$ cat src/rtl/assert_macros.svh
// Assertion helpers included by the interpolator RTL.
`ifndef ASSERT_MACROS_SVH
`define ASSERT_MACROS_SVH

// Checks that the consequent holds in the same cycle as the antecedent.
`define ASSERT_IMPLIES(label, clk, rstn, ante, cons) \
    label: assert property (@(posedge clk) disable iff (!rstn) (ante) |-> (cons)) \
        else $error("assertion failed");

// Checks that the consequent holds in the cycle after the antecedent.
`define ASSERT_NEXT(label, clk, rstn, ante, cons) \
    label: assert property (@(posedge clk) disable iff (!rstn) (ante) |=> (cons)) \
        else $error("assertion failed");

`endif

$ cat src/rtl/lkci_pkg.sv
`default_nettype none

package lkci_pkg;

    typedef enum logic [2:0] {
        S_IDLE,
        S_MOD,
        S_FRAC,
        S_WEIGHT,
        S_BLEND,
        S_DONE
    } state_t;

    localparam logic [2:0] CFG_LOOP_PERIOD  = 3'd0;
    localparam logic [2:0] CFG_KEY_TIMES    = 3'd1;
    localparam logic [2:0] CFG_KEY_COLOUR_0 = 3'd2;
    localparam logic [2:0] CFG_KEY_COLOUR_1 = 3'd3;
    localparam logic [2:0] CFG_KEY_COLOUR_2 = 3'd4;
    localparam logic [2:0] CFG_KEY_COLOUR_3 = 3'd5;

    localparam logic [63:0] KEY_TIMES_RESET = 64'h8000_8000_8000_8000;
    localparam logic [31:0] COLOUR_WHITE    = 32'hFFFF_FFFF;

    localparam logic [5:0] DIV_STEPS_MOD  = 6'd33;
    localparam logic [5:0] DIV_STEPS_FRAC = 6'd15;

    typedef struct packed {
        logic        start;
        logic [31:0] rem_init;
        logic [32:0] dividend;
        logic [31:0] divisor;
        logic [5:0]  steps;
    } div_req_t;

    typedef struct packed {
        logic        done;
        logic [32:0] quot;
        logic [31:0] rem;
    } div_rsp_t;

endpackage

`default_nettype wire

$ cat src/rtl/looping_keyframe_colour_interpolator.sv
// A 33-step remainder and two 15-step quotients run in turn on one shared restoring divider,
// then the four channels are blended in turn. A zero period skips the divider, no time passed
// yet stops after the remainder, and a colour with no blend is set after the first quotient.
// A new input beat is taken only once the last result is loaded, even while that result waits.
// Reset (aresetn, synchronous, active low) clears the phase, the started flag and the output
// valid, sets the colour and all key colours to white and every key time to one.
`default_nettype none
`include "assert_macros.svh"

module looping_keyframe_colour_interpolator
    import lkci_pkg::*;
#(
    parameter int KEY_STAGES = 4
) (
    input  wire logic        aclk,
    input  wire logic        aresetn,
    input  wire logic        s_tvalid,
    output logic             s_tready,
    input  wire logic [31:0] s_tdata,   // time_delta
    output logic             m_tvalid,
    input  wire logic        m_tready,
    output logic [31:0]      m_tdata,   // red, green, blue, alpha
    input  wire logic        cfg_valid,
    output logic             cfg_ready,
    input  wire logic [2:0]  cfg_index,
    input  wire logic [63:0] cfg_data
);

    localparam logic [1:0] LAST_KEY = 2'(KEY_STAGES - 1);

    logic [31:0] period_reg;
    logic [63:0] key_times_reg;
    logic [31:0] key_col0_reg, key_col1_reg, key_col2_reg, key_col3_reg;

    state_t      state_reg, state_next;
    logic [31:0] phase_reg, phase_next;
    logic        started_reg, started_next;
    logic [31:0] colour_reg, colour_next;
    logic [1:0]  seg_reg, seg_next;
    logic [15:0] u_reg, u_next;
    logic [1:0]  ch_reg, ch_next;
    logic [31:0] out_data_reg, out_data_next;
    logic        m_tvalid_reg, m_tvalid_next;

    div_req_t div_req;
    div_rsp_t div_rsp;

    logic [15:0] t_frac;
    logic        seg_found;
    logic [1:0]  seg_hit;
    logic [15:0] key_lo, key_hi;
    logic [31:0] from_col, to_col;
    logic [7:0]  chan_a, chan_b;
    logic signed [8:0]  chan_d;
    logic signed [25:0] prod;
    logic signed [25:0] acc;
    logic [32:0] sum;

    function automatic logic [31:0] col_at(input logic [1:0] idx, input logic [31:0] c0,
                                           input logic [31:0] c1, input logic [31:0] c2,
                                           input logic [31:0] c3);
        logic [31:0] c;
        case (idx)
            2'd0: begin
                c = c0;
            end
            2'd1: begin
                c = c1;
            end
            2'd2: begin
                c = c2;
            end
            default: begin
                c = c3;
            end
        endcase
        return c;
    endfunction

    lkci_div u_div (
        .aclk    (aclk),
        .aresetn (aresetn),
        .req     (div_req),
        .rsp     (div_rsp)
    );

    assign cfg_ready = 1'b1;

    always_ff @(posedge aclk) begin
        if (!aresetn) begin
            period_reg    <= '0;
            key_times_reg <= KEY_TIMES_RESET;
            key_col0_reg  <= COLOUR_WHITE;
            key_col1_reg  <= COLOUR_WHITE;
            key_col2_reg  <= COLOUR_WHITE;
            key_col3_reg  <= COLOUR_WHITE;
        end else if (cfg_valid) begin
            case (cfg_index)
                CFG_LOOP_PERIOD: begin
                    period_reg <= cfg_data[31:0];
                end
                CFG_KEY_TIMES: begin
                    key_times_reg <= cfg_data;
                end
                CFG_KEY_COLOUR_0: begin
                    key_col0_reg <= cfg_data[31:0];
                end
                CFG_KEY_COLOUR_1: begin
                    key_col1_reg <= cfg_data[31:0];
                end
                CFG_KEY_COLOUR_2: begin
                    key_col2_reg <= cfg_data[31:0];
                end
                CFG_KEY_COLOUR_3: begin
                    key_col3_reg <= cfg_data[31:0];
                end
                default: begin
                end
            endcase
        end
    end

    assign t_frac = {1'b0, div_rsp.quot[14:0]};
    assign sum    = {1'b0, phase_reg} + {1'b0, s_tdata};

    always_comb begin
        seg_found = 1'b0;
        seg_hit   = '0;
        key_lo    = '0;
        key_hi    = '0;
        for (int i = 0; i < KEY_STAGES - 1; i++) begin
            if (!seg_found && t_frac >= key_times_reg[16*i +: 16]
                    && t_frac < key_times_reg[16*(i+1) +: 16]) begin
                seg_found = 1'b1;
                seg_hit   = 2'(i);
                key_lo    = key_times_reg[16*i +: 16];
                key_hi    = key_times_reg[16*(i+1) +: 16];
            end
        end
    end

    assign from_col = col_at(seg_reg, key_col0_reg, key_col1_reg, key_col2_reg, key_col3_reg);
    assign to_col   = col_at(seg_reg + 2'd1, key_col0_reg, key_col1_reg, key_col2_reg,
                             key_col3_reg);
    assign chan_a   = from_col[8*ch_reg +: 8];
    assign chan_b   = to_col[8*ch_reg +: 8];
    assign chan_d   = $signed({1'b0, chan_b}) - $signed({1'b0, chan_a});
    assign prod     = chan_d * $signed({1'b0, u_reg});
    assign acc      = $signed({3'b000, chan_a, 15'd0}) + prod + 26'sd16384;

    always_comb begin
        state_next    = state_reg;
        phase_next    = phase_reg;
        started_next  = started_reg;
        colour_next   = colour_reg;
        seg_next      = seg_reg;
        u_next        = u_reg;
        ch_next       = ch_reg;
        out_data_next = out_data_reg;
        m_tvalid_next = m_tvalid_reg;
        div_req       = '0;
        s_tready      = 1'b0;

        if (m_tvalid_reg && m_tready) begin
            m_tvalid_next = 1'b0;
        end

        case (state_reg)
            S_IDLE: begin
                s_tready = 1'b1;
                if (s_tvalid) begin
                    if (s_tdata != '0) begin
                        started_next = 1'b1;
                    end
                    if (period_reg != '0) begin
                        div_req.start    = 1'b1;
                        div_req.rem_init = '0;
                        div_req.dividend = sum;
                        div_req.divisor  = period_reg;
                        div_req.steps    = DIV_STEPS_MOD;
                        state_next       = S_MOD;
                    end else begin
                        state_next = S_DONE;
                    end
                end
            end
            S_MOD: begin
                if (div_rsp.done) begin
                    phase_next = div_rsp.rem;
                    if (started_reg) begin
                        div_req.start    = 1'b1;
                        div_req.rem_init = div_rsp.rem;
                        div_req.dividend = '0;
                        div_req.divisor  = period_reg;
                        div_req.steps    = DIV_STEPS_FRAC;
                        state_next       = S_FRAC;
                    end else begin
                        state_next = S_DONE;
                    end
                end
            end
            S_FRAC: begin
                if (div_rsp.done) begin
                    if (t_frac <= key_times_reg[15:0]) begin
                        colour_next = key_col0_reg;
                        state_next  = S_DONE;
                    end else if (t_frac >= key_times_reg[16*(KEY_STAGES-1) +: 16]) begin
                        colour_next = col_at(LAST_KEY, key_col0_reg, key_col1_reg,
                                             key_col2_reg, key_col3_reg);
                        state_next  = S_DONE;
                    end else if (seg_found) begin
                        seg_next         = seg_hit;
                        div_req.start    = 1'b1;
                        div_req.rem_init = {16'd0, t_frac - key_lo};
                        div_req.dividend = '0;
                        div_req.divisor  = {16'd0, key_hi - key_lo};
                        div_req.steps    = DIV_STEPS_FRAC;
                        state_next       = S_WEIGHT;
                    end else begin
                        state_next = S_DONE;
                    end
                end
            end
            S_WEIGHT: begin
                if (div_rsp.done) begin
                    u_next     = div_rsp.quot[15:0];
                    ch_next    = '0;
                    state_next = S_BLEND;
                end
            end
            S_BLEND: begin
                colour_next[8*ch_reg +: 8] = acc[22:15];
                ch_next = ch_reg + 2'd1;
                if (ch_reg == 2'd3) begin
                    state_next = S_DONE;
                end
            end
            S_DONE: begin
                if (!m_tvalid_reg || m_tready) begin
                    out_data_next = {colour_reg[7:0], colour_reg[15:8],
                                     colour_reg[23:16], colour_reg[31:24]};
                    m_tvalid_next = 1'b1;
                    state_next    = S_IDLE;
                end
            end
            default: begin
                state_next = S_IDLE;
            end
        endcase
    end

    always_ff @(posedge aclk) begin
        if (!aresetn) begin
            state_reg    <= S_IDLE;
            phase_reg    <= '0;
            started_reg  <= 1'b0;
            colour_reg   <= COLOUR_WHITE;
            m_tvalid_reg <= 1'b0;
        end else begin
            state_reg    <= state_next;
            phase_reg    <= phase_next;
            started_reg  <= started_next;
            colour_reg   <= colour_next;
            m_tvalid_reg <= m_tvalid_next;
        end
        seg_reg      <= seg_next;
        u_reg        <= u_next;
        ch_reg       <= ch_next;
        out_data_reg <= out_data_next;
    end

    assign m_tvalid = m_tvalid_reg;
    assign m_tdata  = out_data_reg;

    `ASSERT_NEXT(a_busy_after_beat, aclk, aresetn, s_tvalid && s_tready, !s_tready)
    `ASSERT_IMPLIES(a_div_done_when_waiting, aclk, aresetn, div_rsp.done,
        state_reg == S_MOD || state_reg == S_FRAC || state_reg == S_WEIGHT)
    `ASSERT_NEXT(a_result_loaded, aclk, aresetn,
        state_reg == S_DONE && (!m_tvalid || m_tready), m_tvalid && state_reg == S_IDLE)

endmodule

`default_nettype wire

$ cat src/rtl/lkci_div.sv
`default_nettype none

module lkci_div
    import lkci_pkg::*;
(
    input  wire logic     aclk,
    input  wire logic     aresetn,
    input  wire div_req_t req,
    output div_rsp_t      rsp
);

    logic        busy_reg, busy_next;
    logic        done_reg, done_next;
    logic [5:0]  cnt_reg, cnt_next;
    logic [31:0] rem_reg, rem_next;
    logic [32:0] num_reg, num_next;
    logic [31:0] div_reg, div_next;

    logic [32:0] trial;
    logic [33:0] diff;
    logic        ge;

    assign trial = {rem_reg, num_reg[32]};
    assign diff  = {1'b0, trial} - {2'b00, div_reg};
    assign ge    = ~diff[33];

    always_comb begin
        busy_next = busy_reg;
        done_next = 1'b0;
        cnt_next  = cnt_reg;
        rem_next  = rem_reg;
        num_next  = num_reg;
        div_next  = div_reg;
        if (req.start) begin
            busy_next = 1'b1;
            cnt_next  = req.steps;
            rem_next  = req.rem_init;
            num_next  = req.dividend;
            div_next  = req.divisor;
        end else if (busy_reg) begin
            rem_next = ge ? diff[31:0] : trial[31:0];
            num_next = {num_reg[31:0], ge};
            cnt_next = cnt_reg - 6'd1;
            if (cnt_reg == 6'd1) begin
                busy_next = 1'b0;
                done_next = 1'b1;
            end
        end
    end

    always_ff @(posedge aclk) begin
        if (!aresetn) begin
            busy_reg <= 1'b0;
            done_reg <= 1'b0;
        end else begin
            busy_reg <= busy_next;
            done_reg <= done_next;
        end
        cnt_reg <= cnt_next;
        rem_reg <= rem_next;
        num_reg <= num_next;
        div_reg <= div_next;
    end

    assign rsp.done = done_reg;
    assign rsp.quot = num_reg;
    assign rsp.rem  = rem_reg;

endmodule

`default_nettype wire

$ cat config.mk
export PLATFORM = sky130hd
export DESIGN_NAME = looping_keyframe_colour_interpolator
export DESIGN_NICKNAME = d
export VERILOG_FILES = /design/src/rtl/lkci_pkg.sv /design/src/rtl/looping_keyframe_colour_interpolator.sv /design/src/rtl/lkci_div.sv
export VERILOG_INCLUDE_DIRS = /design/src /design/src/rtl
export SDC_FILE = /design/constraint.sdc
export NUM_CORES = 2
export LEC_CHECK = 0
export BUFFER_PORTS_ARGS = -buffer_cell sky130_fd_sc_hd__buf_2
export CAP_MARGIN = 20
export CORE_AREA = 2 2 278 280
export DETAILED_ROUTE_END_ITERATION = 10
export DIE_AREA = 0 0 280 282
export SYNTH_ARGS = -nofsm -noshare
export SYNTH_HDL_FRONTEND = slang
export SYNTH_SLANG_ARGS = --single-unit
$ cat constraint.sdc
create_clock -name aclk -period 11.9 [get_ports aclk]
set_input_delay 0.595 -clock aclk [delete_from_list [all_inputs] [get_ports aclk]]
set_output_delay 0.595 -clock aclk [all_outputs]
set_load 0.02 [all_outputs]
Word level (Yosys, flattened, before mapping)
Cells that the tools add are included.
W data, S select, Z words.
- logic and storage cells: 164
- output and inout bits: 35
- input port bits: 104
- bits in registers: 450
- add/subtract/negate cells: 11
- shifts and indexed selects: 4
- $mul: 1
- reductions and logical operators: 35
- bitwise gates (word level): 5
- mux-type cells: 55
- equal/unequal tests: 24
- magnitude comparators: 8
- operator list (operator ; number):
    $mux W104 ; 8
    $pmux W104 S3 ; 1
    $mux W32 ; 6
    $pmux W32 S3 ; 2
    $mux W16 ; 6
    $mux W33 ; 2
    $ge A15 B16 Y1 ; 4
    $pmux W32 S2 ; 1
    $reduce_bool A32 Y1 ; 2
    $shiftx A32 B6 Y8 ; 2
    $lt A15 B16 Y1 ; 3
    $neg A5 Y34 ; 1
    $shift A8 B34 Y32 const A ; 1
    $shiftx A8 B34 Y32 ; 1
    $sub A33 B32 Y34 ; 1
    $add A32 B32 Y33 ; 1
    $mux W3 ; 11
    $bwmux W32 ; 1
    $add A23 B16 Y23 const B ; 1
    $add A23 B23 Y23 ; 1
    $mul A9 B17 Y23 ; 1
    $reduce_and A2 Y1 ; 11
    $pmux W3 S6 ; 1
    $le A15 B16 Y1 ; 1
    other kinds (30) ; 73

Depth between registers and ports, before layout
- word-level depth: 19
- mapped depth: 38
- depth with buffers taken out: 34

Hierarchy
From an unflattened synthesis, not the netlist that was laid out.
- cells, all modules: 3615
- area total of the unflattened synthesis: 31041.0 µm²
- modules (own cells, without submodules) (module ; area an instance (µm²) ; cells an instance ; sequential area each (µm²) ; instances):
    looping_keyframe_colour_interpolator ; 24642.4 ; 3028 ; 7427.1 ; 1
    lkci_div ; 6398.6 ; 587 ; 3133.0 ; 1

Worst setup path after synthesis
No wires, ideal clock.
- path type: reg-to-reg
- from: reg seg_reg[1]
- to: reg colour_reg[30]
- data required time: 11.768 ns
- buffers on the path: 3
- path slack: 3.287 ns
- clock period less this slack: 8.613 ns
- data arrival time: 8.481 ns
- library setup time: 0.132 ns
- cell stages (with the launch flop): 32
- cell sequence: edfxtp_1 clkbuf_1 clkbuf_1 clkbuf_1 a21oi_1 mux4_2 o21ai_0 ha_1 inv_1 fa_1 a21o_1 a21oi_1 o21ai_1 o41a_1 or2_2 fa_1 fa_1 inv_1 fa_1 fa_1 fa_1 ha_1 nand2_1 or4_1 o2111ai_1 a41oi_1 o21ai_1 o21a_1 nor2_1 xnor2_1 a221oi_1 o21ai_1
- word-level cells in the longest chain between the ends: 11
- elaborated cells between the ends (all ways): 18
- classes of those cells: 4 x add/sub; 1 x mul; 4 x eq/ne; 3 x shift; 4 x mux; 2 x reduce/logical
- RTL lines (what ; line ; text):
    from (decl) ; looping_keyframe_colour_interpolator.sv:39 ; logic [1:0] seg_reg, seg_next;
    from (signal assigned) ; looping_keyframe_colour_interpolator.sv:266 ; seg_reg <= seg_next;
    $add A2 B1 Y2 ; looping_keyframe_colour_interpolator.sv:143 ; assign to_col = col_at(seg_reg + 2'd1, key_col0_reg, key_col1_reg, key_col2_reg,
    $eq A2 B2 Y1 (tied with other cells) ; looping_keyframe_colour_interpolator.sv:63 ; case (idx)
    $pmux W32 S3 ; looping_keyframe_colour_interpolator.sv:63 ;
    $shiftx A32 B6 Y8 ; looping_keyframe_colour_interpolator.sv:146 ; assign chan_b = to_col[8*ch_reg +: 8];
    $sub A8 B8 Y9 ; looping_keyframe_colour_interpolator.sv:147 ; assign chan_d = $signed({1'b0, chan_b}) - $signed({1'b0, chan_a});
    $mul A9 B17 Y23 ; looping_keyframe_colour_interpolator.sv:148 ; assign prod = chan_d * $signed({1'b0, u_reg});
    $add A23 B23 Y23 (*) ; looping_keyframe_colour_interpolator.sv:149 ; assign acc = $signed({3'b000, chan_a, 15'd0}) + prod + 26'sd16384;
    $add A23 B16 Y23 (*) ; looping_keyframe_colour_interpolator.sv:149 ;
    $shiftx A8 B34 Y32 (*) ; looping_keyframe_colour_interpolator.sv:232 ; colour_next[8*ch_reg +: 8] = acc[22:15];
    $bwmux W32 (*) ; looping_keyframe_colour_interpolator.sv:232 ;
    $pmux W32 S2 (*) ; looping_keyframe_colour_interpolator.sv:168 ; case (state_reg)
    to (signal assigned) ; looping_keyframe_colour_interpolator.sv:263 ; colour_reg <= colour_next;
    to (decl) ; looping_keyframe_colour_interpolator.sv:38 ; logic [31:0] colour_reg, colour_next;
Mark *: on every way between the ends. The rest lies on a longest branch, timed or not.
A chain may end at the register's enable or synchronous reset.

Final worst setup path
- from: reg seg_reg[0]
- to: reg colour_reg[22]
The elaborated chain is that of the path after synthesis.

==> qor.yml <==
cts:
  post_cts_buffers: 0
  h-tree-depth: 2
  clk_pin_slew_worst_paths_ns: 0.07
  cts_buffer_depth: 3
  post_cts_resized: 0
  cts_hold_buf: 0
  cts_tree: "done"
  cts_buffers: 50
  cts_sinks: 450
  cts-root-buf: "clkbuf_16"
  clk_latency_ns: 0.62
pwr:
  finalPower_w: 0.0118
  cellPowerDensity_mw_per_mm2: 350
  power_leakage_nw: 14.3
  peakVddDrop_uv: 731
flow_run:
  cap_violations: 0
final_layout:
  layout.cells.non_filler: 4497
  drive_gt1_frac: 0.102
  postLayoutCoreUtil: 0.444
  fin_nets: 3902
  area_growth_pct: 11.4
  diodes: 0
  largest_reg_flops: 64
placed_design:
  dp.final_hpwl_um: 67900
  place_inst: 4400
  place_congestion: 0.884
  port_buffers: 137
sta:
  clock_skew_ns: 0.0408
  tightest_slew_ns: 0.994
  finalSetupViolCount: 0
  tns_ns: 0
  slew-limit-headroom: 0.337
  rsz0062_at_grt: "no"
  drv_slew: 0
  period_needed_ns: 9.94
  fin_crit_sh: 0.835
  whs_ns: 0.187
  finalHoldViolCount: 0
  fmax_ghz: 0.101
floorplan:
  io-pin-count: 139
  dieHeight_um: 282
  row_count: 101
  coreArea_mm2: 0.0757
  initial_utilization: 0.399
  fp.dieW_um: 280
  die_area_mm2: 0.0790
global_routing:
  grt_usage: 0.235
  antenna_found_initial: 1
  grt_pass1_wl_um: 143000
  overflow: 0
  grt_max_degree: 118
  grt_pass1_vias: 23800
logic_synthesis:
  ys_async_sr_fraction: 0
  ys.warnings.count: 0
  synth_fp_nets: 3839
  syn_inst: 3414
  synthTopCellsByArea: "dfxtp_1 (20%), edfxtp_1 (15%), ha_1 (8.7%)"
  synth_edf_count: 155
  ys_seq_area_frac: 0.350
  synth_top_area_frac: 0.196
  synthDistinctLibCells: 93
  avgSynthCellArea_um2: 8.84
  yosys.area.top_type: "dfxtp_1"
  ys_ff_latch: 450
  syn_area_mm2: 0.0302
  synth_ff_type: "dfxtp_1"
worst_setup_path:
  cp-endpoint: "colour_reg[22]$_SDFFE_PN1P_"
  worst_ep_arrival_time_ns: 10.40
  rr_endpoint: "colour_reg[22]$_SDFFE_PN1P_"
  rr_startpoint: "seg_reg[0]$_SDFFCE_PP0P_"
  cpMaxStageDelayCell: "edfxtp_1"
  cp_max_fo: 46
  worstSetupStartpointType: "flip-flop"
  cpPeakStageDelay_ns: 0.88
  cp.required_ns: 12.36
  r2r.worst_path.cells: 32
  cp-startpoint: "seg_reg[0]$_SDFFCE_PP0P_"
  r2r_setup_slack_ns: 1.96
  path_class: "flip-flop to flip-flop"
  end_kind: "flip-flop"
  crit_path_frequent_cell: "fa_1"
route:
  via_count: 25200
  drt_iter0_markers: 2228
  drt_pass1_iterations: 7
  drc: 0
  via_per_inst: 5.60
  wl_um: 93300
  postRouteAntennaNets: 0
  wl_per_cell_um: 20.8
status:
  run_status: "finished, final reports clean"
worst_hold_path:
  hp-class: "input port to flip-flop"
worst max-delay path: cells and delay by family, from the launching register on:
kind	cells	cell delay (ns)
AO/OA/AOI/OAI	12	2.62
XOR/XNOR	1	0.17
adder cells (fa/ha/maj)	8	3.48
buffers and inverters	4	0.96
flip-flops	1	0.88
multiplexers	2	0.63
AND/OR/NAND/NOR	5	0.98
cells in the mapped netlist, drive strengths merged, types with 5 or more instances:
master / instances
nor2: 184
xnor2: 74
mux4: 20
a22oi: 6
nand4b: 6
nand2b: 32
a21o: 40
nand4: 20
mux2: 24
nand2: 682
buf: 18
or3: 17
dfxtp: 295
nor4: 23
a211oi: 24
o21bai: 12
clkbuf: 158
and3: 16
a222oi: 31
xor2: 22
o22ai: 32
a211o: 5
a221oi: 22
o21ai: 93
fa: 110
nor2b: 22
nor3: 30
o41ai: 9
a31oi: 13
ha: 211
or2: 9
and2: 79
o21a: 18
edfxtp: 155
mux2i: 102
nand3: 158
o211ai: 26
a21boi: 129
o31ai: 9
a22o: 30
a21oi: 130
inv: 260
layout by cell type, fill, tap and decap left out, types with 110 or more instances in the layout:
cell / Yosys / routed
a21boi_0: 125 / 125
a21oi_1: 129 / 128
buf_2: 7 / 136
dfxtp_1: 295 / 295
edfxtp_1: 155 / 155
fa_1: 110 / 110
ha_1: 211 / 211
inv_1: 255 / 255
nand2_1: 681 / 680
nand3_1: 158 / 156
nor2_1: 184 / 180
layout make-up:
type	instances	area, µm²
Timing Repair Buffer	187	1090
Fill cell	7290	42100
Sequential cell	450	10600
Clock inverter	24	285
Multi-Input combinational cell	2527	18000
Clock buffer	70	1470
Tap cell	978	1220
Inverter	261	980
per-stage QoR:
stage	area, µm²	setup WS [ns]
final	33600	1.96
after global routing	33600	1.40
after CTS	33600	2.03
after detailed placement	31800	2.09
after global placement	31800	2.13
after floorplan	30200	3.29
report_power, final:
part           internal, W  total, W  switching, W
logic              0.00323   0.00799       0.00476
registers          0.00191   0.00212      0.000210
clock network     0.000974   0.00166      0.000686
total              0.00611    0.0118       0.00566
logic make-up (layout without fill, tap and decap cells):
| logic type | after synthesis | in the layout | synth area share |
|---|---|---|---|
| simple gates | 1291 | 1291 | 0.190 |
| compound gates | 671 | 671 | 0.157 |
| flops | 450 | 450 | 0.350 |
| buf+inv | 437 | 542 | 0.0563 |
| fa+ha+maj | 321 | 321 | 0.160 |
| mux | 146 | 146 | 0.0577 |
| xor+xnor | 97 | 97 | 0.0286 |
| other cells | 1 | 1 | 0.000124 |
routing by layer:
layer  routed length [µm]  up-vias  global-route usage  share of wire
met5                    0        -                   0              0
met4                 2220        0              0.0606          0.024
met3                 6710      124              0.0351          0.072
met2                43300      861               0.385           0.46
met1                41100    12200               0.325           0.44
li1                     -    12000                   -              -
worst min path at each step:
stage | end | slack [ns] | startpoint | cells past startpoint
floorplan | m_tdata[31]$_DFFE_PP_ | 0.40 | colour_reg[7]$_SDFFE_PN1P_ | 0
CTS | key_times_reg[47]$_SDFFE_PN1P_ | 0.18 | cfg_data[47] | 3
global placement | m_tdata[24]$_DFFE_PP_ | 0.42 | colour_reg[0]$_SDFFE_PN1P_ | 0
detailed placement | m_tdata[26]$_DFFE_PP_ | 0.41 | colour_reg[2]$_SDFFE_PN1P_ | 0
global route | key_times_reg[47]$_SDFFE_PN1P_ | 0.21 | cfg_data[47] | 3
finish | key_times_reg[47]$_SDFFE_PN1P_ | 0.19 | cfg_data[47] | 3
Power figures use the tool's default switching activity.
